`config.mk`:
```
export PLATFORM = sky130hd
export DESIGN_NAME = free_region_fit_allocator
export DESIGN_NICKNAME = d
export VERILOG_FILES = /design/src/rtl/frfa_pkg.sv /design/src/rtl/frfa_ctrl.sv /design/src/rtl/frfa_dp.sv /design/src/rtl/free_region_fit_allocator.sv
export SDC_FILE = /design/constraint.sdc
export NUM_CORES = 1
export LEC_CHECK = 0
export ABC_AREA = 1
export BUFFER_PORTS_ARGS = -buffer_cell sky130_fd_sc_hd__clkbuf_2
export CAP_MARGIN = 5
export CORE_ASPECT_RATIO = 2
export CORE_UTILIZATION = 30
export CTS_CLUSTER_DIAMETER = 100
export CTS_CLUSTER_SIZE = 25
export DETAILED_ROUTE_END_ITERATION = 7
export HOLD_SLACK_MARGIN = 0.1
export PLACE_DENSITY_LB_ADDON = 0.05
export SLEW_MARGIN = 20
export SYNTH_ARGS = -nofsm -noshare
export SYNTH_HDL_FRONTEND = slang
export SYNTH_SLANG_ARGS = --single-unit
```
`constraint.sdc`:
```
create_clock -name clk -period 4.1 [get_ports clk]
set_input_delay 1.23 -clock clk [delete_from_list [all_inputs] [get_ports clk]]
set_output_delay 1.23 -clock clk [all_outputs]
set_load 0.02 [all_outputs]
```
`src/rtl/frfa_pkg.sv`:
```
// Package: constants, types and controller-datapath signal groups for the allocator.
package frfa_pkg;

  localparam int MaxRegions = 16;
  localparam int HeapWords  = 1024;
  localparam int IdxW       = 4;
  localparam int CntW       = 5;
  localparam int StartW     = 10;
  localparam int LenW       = 11;

  localparam logic [LenW-1:0] HeapLen = LenW'((HeapWords > 2047) ? 2047 : HeapWords);

  localparam logic [1:0] StOk       = 2'd0;
  localparam logic [1:0] StNoFit    = 2'd1;
  localparam logic [1:0] StFull     = 2'd2;
  localparam logic [1:0] StZeroLen  = 2'd3;

  localparam logic [1:0] PolBest  = 2'd0;
  localparam logic [1:0] PolWorst = 2'd1;
  localparam logic [1:0] PolFirst = 2'd2;
  localparam logic [1:0] PolNext  = 2'd3;

  localparam logic ActAlloc  = 1'b0;
  localparam logic ActInsert = 1'b1;

  typedef enum logic [2:0] {
    S_IDLE, S_SCAN, S_DECIDE, S_UPDATE, S_SHIFT, S_DONE
  } state_t;

  // Commands from the controller to the datapath.
  typedef struct packed {
    logic load;      // capture the request
    logic scan_clr;  // reset the scan walker
    logic scan_step; // examine one entry
    logic do_insert;
    logic do_alloc;  // shrink the chosen entry
    logic shift_step;
    logic shift_end;
    logic [1:0] res_status;
    logic res_ok;
    logic res_valid;
  } dp_cmd_t;

  // Status from the datapath to the controller.
  typedef struct packed {
    logic zero_len;
    logic is_insert;
    logic full;
    logic scan_last;
    logic found;
    logic becomes_empty;
    logic shift_last;
  } dp_stat_t;

endpackage

```
`src/rtl/frfa_ctrl.sv`:
```
// Controller state machine sequencing scan, update and compaction for each request.
module frfa_ctrl (
  input  logic              clk,
  input  logic              rst,
  input  logic              start,
  input  frfa_pkg::dp_stat_t stat,
  output frfa_pkg::dp_cmd_t  cmd,
  output logic              busy
);
  import frfa_pkg::*;

  state_t state, state_next;

  always_ff @(posedge clk) begin
    if (rst) state <= S_IDLE;
    else state <= state_next;
  end

  always_comb begin
    state_next = state;
    case (state)
      S_IDLE:   if (start) state_next = S_DECIDE;
      S_DECIDE: begin
        if (stat.zero_len || stat.is_insert) state_next = S_DONE;
        else state_next = S_SCAN;
      end
      S_SCAN:   if (stat.scan_last) state_next = S_UPDATE;
      S_UPDATE: begin
        if (stat.found && stat.becomes_empty) state_next = S_SHIFT;
        else state_next = S_IDLE;
      end
      S_SHIFT:  if (stat.shift_last) state_next = S_IDLE;
      S_DONE:   state_next = S_IDLE;
      default:  state_next = S_IDLE;
    endcase
  end

  always_comb begin
    cmd = '0;
    busy = (state != S_IDLE);
    case (state)
      S_IDLE: begin
        cmd.load = start;
      end
      S_DECIDE: begin
        cmd.scan_clr = 1'b1;
        if (stat.zero_len) begin
          cmd.res_status = StZeroLen;
          cmd.res_valid = 1'b1;
        end else if (stat.is_insert) begin
          cmd.res_status = stat.full ? StFull : StOk;
          cmd.do_insert = !stat.full;
          cmd.res_valid = 1'b1;
        end
      end
      S_SCAN: cmd.scan_step = 1'b1;
      S_UPDATE: begin
        cmd.res_valid = 1'b1;
        if (stat.found) begin
          cmd.do_alloc = 1'b1;
          cmd.res_ok = 1'b1;
          cmd.res_status = StOk;
        end else begin
          cmd.res_status = StNoFit;
        end
      end
      S_SHIFT: begin
        cmd.shift_step = 1'b1;
        cmd.shift_end = stat.shift_last;
      end
      default: ;
    endcase
  end

endmodule

```
`src/rtl/frfa_dp.sv`:
```
// Datapath: region table, scan comparator, rover and result registers.
module frfa_dp (
  input  logic                          clk,
  input  logic                          rst,
  input  frfa_pkg::dp_cmd_t             cmd,
  input  logic [1:0]                    fit_policy,
  input  logic                          action,
  input  logic [frfa_pkg::StartW-1:0]   region_start,
  input  logic [frfa_pkg::LenW-1:0]     length,
  output frfa_pkg::dp_stat_t            stat,
  output logic                          done,
  output logic [1:0]                    status,
  output logic [frfa_pkg::StartW-1:0]   block_start,
  output logic [frfa_pkg::CntW-1:0]     regions_used
);
  import frfa_pkg::*;

  logic [StartW-1:0] tbl_start [MaxRegions];
  logic [LenW-1:0]   tbl_len   [MaxRegions];
  logic [CntW-1:0]   count;
  logic [IdxW-1:0]   rover;
  logic              req_act;
  logic [StartW-1:0] req_start;
  logic [LenW-1:0]   req_len;
  logic [1:0]        pol;
  logic [CntW-1:0]   steps;   // entries examined so far
  logic [IdxW-1:0]   pos;     // entry under examination
  logic              found;
  logic [IdxW-1:0]   best;
  logic [IdxW-1:0]   shp;     // compaction pointer
  logic              fits, better;
  logic [LenW-1:0]   cur_len, best_len;
  logic [CntW-1:0]   rover_ext, pos_inc;

  assign cur_len   = tbl_len[pos];
  assign best_len  = tbl_len[best];
  assign fits      = (cur_len >= req_len) && (steps < count);
  assign rover_ext = {1'b0, rover};
  assign pos_inc   = {1'b0, pos} + CntW'(1);

  always_comb begin
    better = 1'b0;
    if (!found) better = 1'b1;
    else begin
      case (pol)
        PolBest:  better = cur_len < best_len;
        PolWorst: better = cur_len > best_len;
        PolFirst: better = tbl_start[pos] < tbl_start[best];
        default:  better = 1'b0;
      endcase
    end
  end

  always_comb begin
    stat.zero_len      = (req_len == '0);
    stat.is_insert     = (req_act == ActInsert);
    stat.full          = (count >= CntW'(MaxRegions));
    stat.scan_last     = (steps + CntW'(1) >= count) || (found && pol == PolNext);
    stat.found         = found;
    stat.becomes_empty = (best_len == req_len);
    stat.shift_last    = ({1'b0, shp} + CntW'(1) >= count);
  end

  always_ff @(posedge clk) begin
    if (cmd.load) begin
      req_act   <= action;
      req_start <= region_start;
      req_len   <= length;
      pol       <= fit_policy;
    end
    if (cmd.scan_clr) begin
      steps <= '0;
      found <= 1'b0;
      pos   <= (pol == PolNext && rover_ext < count) ? rover : '0;
    end
    if (cmd.scan_step) begin
      steps <= steps + CntW'(1);
      if (fits && better && !(pol == PolNext && found)) begin
        found <= 1'b1;
        best  <= pos;
      end
      pos <= (pos_inc >= count) ? '0 : pos_inc[IdxW-1:0];
    end
    if (cmd.do_insert) begin
      tbl_start[count[IdxW-1:0]] <= req_start;
      tbl_len[count[IdxW-1:0]]   <= req_len;
    end
    if (cmd.do_alloc) begin
      tbl_len[best]   <= best_len - req_len;
      tbl_start[best] <= tbl_start[best] + req_len[StartW-1:0];
      shp <= best;
    end
    // The count has already dropped by one here, so entries up to the new count move up.
    if (cmd.shift_step && ({1'b0, shp} < count)) begin
      tbl_start[shp] <= tbl_start[shp + IdxW'(1)];
      tbl_len[shp]   <= tbl_len[shp + IdxW'(1)];
      shp <= shp + IdxW'(1);
    end
    if (cmd.res_valid) begin
      status      <= cmd.res_status;
      block_start <= cmd.res_ok ? tbl_start[best] : '0;
    end
    if (rst) begin
      tbl_start[0] <= '0;
      tbl_len[0]   <= HeapLen;
    end
  end

  // Control registers; the count after a removal is reported at shift end.
  logic [CntW-1:0] cnt_dec;
  logic [IdxW-1:0] rov_dec;
  logic            empty_hit;
  assign empty_hit = cmd.do_alloc && stat.becomes_empty;
  assign cnt_dec   = count - CntW'(1);
  always_comb begin
    rov_dec = (pol == PolNext) ? best : rover;
    if (rov_dec > best) rov_dec = rov_dec - IdxW'(1);
    if ({1'b0, rov_dec} >= cnt_dec) rov_dec = '0;
  end

  always_ff @(posedge clk) begin
    if (rst) begin
      count <= CntW'(1);
      rover <= '0;
      done  <= 1'b0;
    end else begin
      done <= 1'b0;
      if (cmd.do_insert) count <= count + CntW'(1);
      if (cmd.res_valid) begin
        regions_used <= cmd.do_insert ? count + CntW'(1) : (empty_hit ? cnt_dec : count);
      end
      if (cmd.res_valid && !empty_hit) done <= 1'b1;
      if (cmd.do_alloc) begin
        if (empty_hit) begin
          count <= cnt_dec;
          rover <= rov_dec;
        end else if (pol == PolNext) begin
          rover <= best;
        end
      end
      if (cmd.shift_end) done <= 1'b1;
    end
  end

endmodule

```
`src/rtl/free_region_fit_allocator.sv`:
```
// Top level of the free-region fit allocator.
//   channel  | signals                                   | direction
//   request  | start, busy, action, region_start, length | in (busy out)
//   result   | done, status, block_start, regions_used   | out
//   config   | cfg_valid, cfg_ready, cfg_data            | in (cfg_ready out)
// An insert or zero-length request keeps busy high through the decide and done states,
// with the result in done. An allocation keeps busy through decide, scan (at least one
// entry) and update; when the chosen region empties, the shift state compacts the table
// by moving the later entries down. The result follows as busy falls.
// Reset is synchronous; the table then holds one region covering the heap.
// The result strobe done lasts one cycle and cannot be stalled.
module free_region_fit_allocator (
  input  logic                        clk,
  input  logic                        rst,
  input  logic                        start,
  output logic                        busy,
  input  logic                        action,
  input  logic [frfa_pkg::StartW-1:0] region_start,
  input  logic [frfa_pkg::LenW-1:0]   length,
  output logic                        done,
  output logic [1:0]                  status,
  output logic [frfa_pkg::StartW-1:0] block_start,
  output logic [frfa_pkg::CntW-1:0]   regions_used,
  input  logic                        cfg_valid,
  output logic                        cfg_ready,
  input  logic [1:0]                  cfg_data
);
  import frfa_pkg::*;

  dp_cmd_t  cmd;
  dp_stat_t stat;
  logic [1:0] fit_policy;

  assign cfg_ready = 1'b1;
  always_ff @(posedge clk) begin
    if (rst) fit_policy <= PolBest;
    else if (cfg_valid && cfg_ready) fit_policy <= cfg_data;
  end

  frfa_ctrl u_ctrl (
    .clk(clk), .rst(rst), .start(start), .stat(stat), .cmd(cmd), .busy(busy)
  );

  frfa_dp u_dp (
    .clk(clk), .rst(rst), .cmd(cmd), .fit_policy(fit_policy),
    .action(action), .region_start(region_start), .length(length),
    .stat(stat), .done(done), .status(status), .block_start(block_start),
    .regions_used(regions_used)
  );

endmodule

```
Word level (Yosys, flattened, before mapping)

Memory sizes are Yosys's and may differ from the RTL's. A register that Yosys moved wholly into a read port is not among the register bits.
Index checks and enable logic that the tools add are counted.

Eq/ne operators: 11
Bitwise gates (word level): 1
Muxes and demuxes: 71
Order comparisons: 13
$add $sub $neg: 9
Reductions and logical operators: 27

Operator list:

| kind                                           | number |
|---|---|
| 2-to-1 mux 4 bit                               | 18 |
| 2-to-1 mux 5 bit                               | 7 |
| 2-to-1 mux 1 bit                               | 29 |
| 2-to-1 mux 11 bit                              | 2 |
| OR reduction 11 bit                            | 2 |
| 2-to-1 mux 10 bit                              | 2 |
| OR reduction 10 bit                            | 2 |
| >= comparator 5 bit                            | 3 |
| 2-to-1 mux 3 bit                               | 5 |
| case mux 3 bit (5 select lines)                | 1 |
| == test 11 bit                                 | 1 |
| >= comparator 11 bit                           | 1 |
| greater-than comparator 11 bit                 | 1 |
| logical NOT 11 bit                             | 1 |
| less-than comparator 11 bit                    | 1 |
| subtractor 11 bit                              | 1 |
| adder 10 bit                                   | 1 |
| adder 4 x 1 -> 5 bit (second input constant)   | 2 |
| adder 5 x 1 -> 5 bit (second input constant)   | 2 |
| less-than comparator 10 bit                    | 1 |
| less-than comparator 4 x 5 -> 1 bit            | 2 |
| logical AND 1 bit                              | 9 |
| 2-to-1 mux 2 bit                               | 4 |
| == test 3 x 2 -> 1 bit (second input constant) | 2 |
| other kinds (25)                               | 32 |

Memory bits (writable): 336
Bits in registers: 74
Memories: 2
Word-level logic and storage cells: 151
Output and inout port bits: 20

Memories:

| memory         | depth | width | rd ports | clocked after memory_dff | write ports | RTL line      | RTL |
|---|---|---|---|---|---|---|---|
| u_dp.tbl_len   | 16    | 11    | 3        | 2                        | 2           | frfa_dp.sv:19 | `logic [LenW-1:0] tbl_len [MaxRegions];` |
| u_dp.tbl_start | 16    | 10    | 3        | 2                        | 2           | frfa_dp.sv:18 | `logic [StartW-1:0] tbl_start [MaxRegions];` |

Longest topological paths before layout

Depth after elaboration: 9
Gate-level depth with buffers: 25
Depth with buffers taken out: 24

Modules after synthesis

A second synthesis with hierarchy kept.

Cell total of the unflattened synthesis: 4301
Area total of the unflattened synthesis: 32082.0 um^2

Modules (own cells, without submodules):

| module                    | instances | cells each | area each (um^2) |
|---|---|---|---|
| frfa_dp                   | 1         | 4240       | 31727.9 |
| frfa_ctrl                 | 1         | 46         | 261.5 |
| free_region_fit_allocator | 1         | 15         | 92.6 |

Worst setup path before layout

No wires, ideal clock.

Kind: register to register
From: register with a tool-made name
To: memory u_dp.tbl_len[10][8], data pin
Path buffers: 5
Period minus slack after synthesis: 3519 ps
Setup time: 304 ps
Stages on the path, launching flop included: 20
Required time: 3796 ps
Slack: 581 ps
Data arrival time: 3215 ps
Cell sequence: dfxtp_1 -> buf_4 -> buf_4 -> buf_2 -> buf_2 -> clkbuf_1 -> o21ai_0 -> a21oi_1 -> o221ai_1 -> nand2_1 -> inv_1 -> ha_1 -> fa_1 -> nor2_1 -> nor2_1 -> inv_1 -> nand2_1 -> nand2_1 -> xor2_1 -> o221ai_1

RTL lines:

| what      | RTL line |
|---|---|
| to (decl) | frfa_dp.sv:19 |

==> metrics.md <==
| Metric | Value |
|---|---|
| Worst Path Class, Setup | reg2reg |
| Worst path buffer plus inverter count | 4 |
| Achievable Freq | 0.2541 GHz |
| CTS Sinks | 418 |
| CTS tree | built |
| Final worst path period need | 3935 ps |
| CTS Root Cell | sky130_fd_sc_hd__clkbuf_16 |
| Drt wl/cell | 28.63 microns |
| Share of cell area taken by muxes after synthesis | 0 |
| Die extent in y | 415.7 microns |
| Static Leak | 10.92 nW |
| Number of unique standard cell types used by synthesis | 51 |
| Largest cells by area after synthesis | sky130_fd_sc_hd__edfxtp_1 (44%), sky130_fd_sc_hd__o21ai_0 (12%), sky130_fd_sc_hd__a21oi_1 (7.8%) |
| Router iterations before antenna repair | 7 |
| Final routed wirelength across all metal layers | 119,600 microns |
| Cell count of the worst hold path | 2 |
| Dpl ws | 81.90 ps |
| Tightest Hold Check Type | reg2reg |
| Dominant combinational cell family by area after synthesis | compound AO/OA/AOI/OAI gates |
| Number of top-level pins | 48 |
| Critical Path Fanout Max | 59 |
| Worst skew pair latency | 610 ps |
| Die extent in x | 208.9 microns |
| Sequential share of the synthesized area | 0.4713 |
| FFs w/ async S/R, synth | 0 |
| Min-Delay Startpoint | u_dp.rover[0]$_SDFFE_PP0P_ |
| Critical Path Start Type | register |
| R2r worst-path depth | 20 |
| Critical Path End Type | register |
| Fin worst setup slack | 165.1 ps |
| Count of nets left with antenna violations after detail routing | 0 |
| Port-buffer cells | 46 |
| # fillers | 8,860 |
| Antenna violations before repair | 0 |
| Drt first-iter violations | 2,278 |
| Most used cells in the layout excluding fill and tap cells | sky130_fd_sc_hd__o21ai_0 (638), sky130_fd_sc_hd__a21oi_1 (401), sky130_fd_sc_hd__edfxtp_1 (373) |
| Total inserted antenna cells | 0 |
| Largest delay share family, worst path | simple AND/OR/NAND/NOR gates |
| GRT Util Overall | 0.2719 |
| Setup-violating endpoint count in the final report | 0 |
| Slew at the pin closest to its max-slew limit | 847.9 ps |
| Max-cap viol count | 0 |
| Post-synth EDFFs | 373 |
| XOR/XNOR Fraction of Synth Area | 0.006773 |
| CP Data Arrival Time | 4390 ps |
| Placeable core region | 84,640 sq um |
| Max Transition Viols Final | 0 |
| Final core utilization | 0.3383 |
| Total Die Area | 86,840 sq um |
| Pin count of the biggest net entering global routing | 172 |
| Starting density of the core | 0.3034 |
| Ratio of routed vias to standard cells | 5.724 |
| Placed wire-length estimate | 78,680 microns |
| Area of the mapped netlist | 25,680 sq um |
| Number of standard cells after synthesis | 3,109 |
| Synth Area per Inst | 8.259 sq um |
| RSZ-0062 raised after global routing | no |
| Register-to-register setup slack | 170 ps |
| Slew headroom | 0.4347 |
| Share of final-layout standard cells stronger than drive strength 1 | 0.08591 |
| Global-route wire length before repair | 170,400 microns |
| Most frequent cell on the critical path | sky130_fd_sc_hd__nand2_1 |
| Cts-stage hold buffer count | 0 |
| CTS H-Tree Depth | 1 |
| Worst Clk Skew | 28.02 ps |
| Critical path cell sequence | buf_16, o21ai_0, a21oi_1, o221ai_1, nand2_2, inv_1, ha_1, nand2_1, o21ai_0, nand3_1, nand3_1, buf_4, nor2_1, nor2_1, nand2_1, nand3_1, nand2_1, buf_4, nand2_1, nand2_1 |
| Synthesized flop and latch total | 418 |
| Worst-path clk slew | 120 ps |
| Post-route clock period utilization | 0.9597 |
| Most common cell after layout, fill and taps aside | sky130_fd_sc_hd__o21ai_0 |
| CTS Buffer Depth | 3 |
| Simple logic cell fraction of the synthesized area | 0.1423 |
| Post-synthesis to final-layout area growth | 11.51% |
| Adder-cell share of the synthesized area | 0.04590 |
| Total number of placement rows | 151 |
| Final count of hold timing violations | 0 |
| Warnings from Yosys | 0 |
| Net count after synthesis | 3,230 |
| Final TNS setup | 0 ps |
| Min Hold Slack | 479.8 ps |
| Compound-Gate Fraction of Synth Area | 0.2497 |
| Data required time at the worst endpoint | 4560 ps |
| GRT Residual Overflow | 0 |
| Run status | complete, no violations |
| Capture endpoint of the worst hold path | u_dp.rover[0]$_SDFFE_PP0P_ |
| Total clock buffers created by CTS | 20 |
| Number of global-route vias before repair | 23.90k |
| Total power divided by cell area | 463.7 nW/um^2 |
| Dominant synthesized flop cell | sky130_fd_sc_hd__edfxtp_1 |
| Max incr delay on CP | 560 ps |
| Global placer's final weighted congestion | 0.8976 |
| Total Nets Final | 3,215 |
| Share of the synthesized area in the top cell type | 0.4362 |
| Remaining DRCs | 0 |
| Slowest cell on the critical path | sky130_fd_sc_hd__dfxtp_4 |
| Library cell with the largest summed area after synthesis | sky130_fd_sc_hd__edfxtp_1 |
| Sum of internal, switching and leakage power | 0.01328 W |
| Routed via count | 23.92k |
| Peak supply drop | 0.3333 mV |
==> report_power, final <==
group	switching [W]	internal, W
Combinational	0.00391	0.00170
Clock	0.00152	0.000979
Sequential	0.000218	0.00495
Total	0.00565	0.00763
==> worst max-delay path by stage <==
stage                         from                            end  slack [ps]  cells after the start
final                     register                       register         170                     20
after global routing      register                       register          30                     22
after CTS                 register                       register          60                     21
after detailed placement  register                       register          80                     21
after global placement    register                       register          40                     21
after floorplan           register  u_dp.tbl_len[10][8]$_DFFE_PP_         580                     19
==> sequential cells by signal, summed over array words and instances (netlist names), 2 cells and up, named ones only <==
signal / count
u_dp.regions_used: 5
u_dp.tbl_start: 160
u_dp.req_len: 11
u_dp.best: 4
u_dp.steps: 5
u_dp.tbl_len: 176
u_dp.shp: 4
u_dp.pos: 4
u_dp.req_start: 10
u_dp.rover: 4
u_ctrl.state: 3
u_dp.pol: 2
u_dp.block_start: 10
fit_policy: 2
u_dp.count: 5
u_dp.status: 2
==> cells in the mapped netlist (17+ instances only) <==
cell and instances:
sky130_fd_sc_hd__buf_2 54, sky130_fd_sc_hd__inv_1 310, sky130_fd_sc_hd__nand3_1 259, sky130_fd_sc_hd__edfxtp_1 373
sky130_fd_sc_hd__ha_1 91, sky130_fd_sc_hd__nand2_1 335, sky130_fd_sc_hd__a21oi_1 401, sky130_fd_sc_hd__clkbuf_1 136
sky130_fd_sc_hd__o211ai_1 37, sky130_fd_sc_hd__dfxtp_1 45, sky130_fd_sc_hd__o21ai_0 638, sky130_fd_sc_hd__o221ai_1 66
sky130_fd_sc_hd__nor2_1 211, sky130_fd_sc_hd__buf_1 17
==> routing by layer <==
metal | routed length, microns | track usage | vias to the layer above
li1 | - | - | 10970
met1 | 44240 | 0.2996 | 11710
met2 | 62470 | 0.5054 | 926
met3 | 5839 | 0.02849 | 317
met4 | 7082 | 0.1463 | 0
met5 | 0 | 0 | -
==> kinds of logic (layout without fill, tap and decap cells) <==
family                   count (synthesis)  in the layout
AO/OA/AOI/OAI                         1192           1192
AND/OR/NAND/NOR                        846            846
flip-flops                             418            418
other                                    1              1
XOR/XNOR                                19             19
buffers and inverters                  540            539
adder cells (fa/ha/maj)                 93             93
==> per-stage QoR <==
step | instance area [sq um] | cells
2_1_floorplan | 25680 | 3109
3_3_place_gp | 28010 | 4142
3_5_place_dp | 28010 | 4142
4_1_cts | 28600 | 4178
5_1_grt | 28630 | 4179
6_report | 28630 | 4179
==> tightest hold or removal path, delay by kind of cell (launching register included) <==
| kind | cells | cell delay (ps) |
|---|---|---|
| and+or+nand+nor | 1 | 60 |
| DFF | 1 | 320 |
| AOI/OAI and AO/OA | 1 | 60 |
==> cell type report <==
type | count | area, sq um | share of cell area
clock inverter | 1 | 8.758 | 0.0003059
sequential | 418 | 12120 | 0.4233
multi-input combinational | 2151 | 11590 | 0.4049
clock buffer | 35 | 578.1 | 0.02019
inverter | 321 | 1217 | 0.04252
timing repair buffer | 182 | 1775 | 0.06201
tap | 1071 | 1340 | 0.04680
==> repair_timing <==
| action | 4_1_cts | 5_1_grt |
|---|---|---|
| buffers inserted | 0 | 1 |
| resized for setup | 0 | 7 |
| endpoints found under the setup margin | 0 | 6 |
No activity file was read; power rests on OpenSTA's default activity.
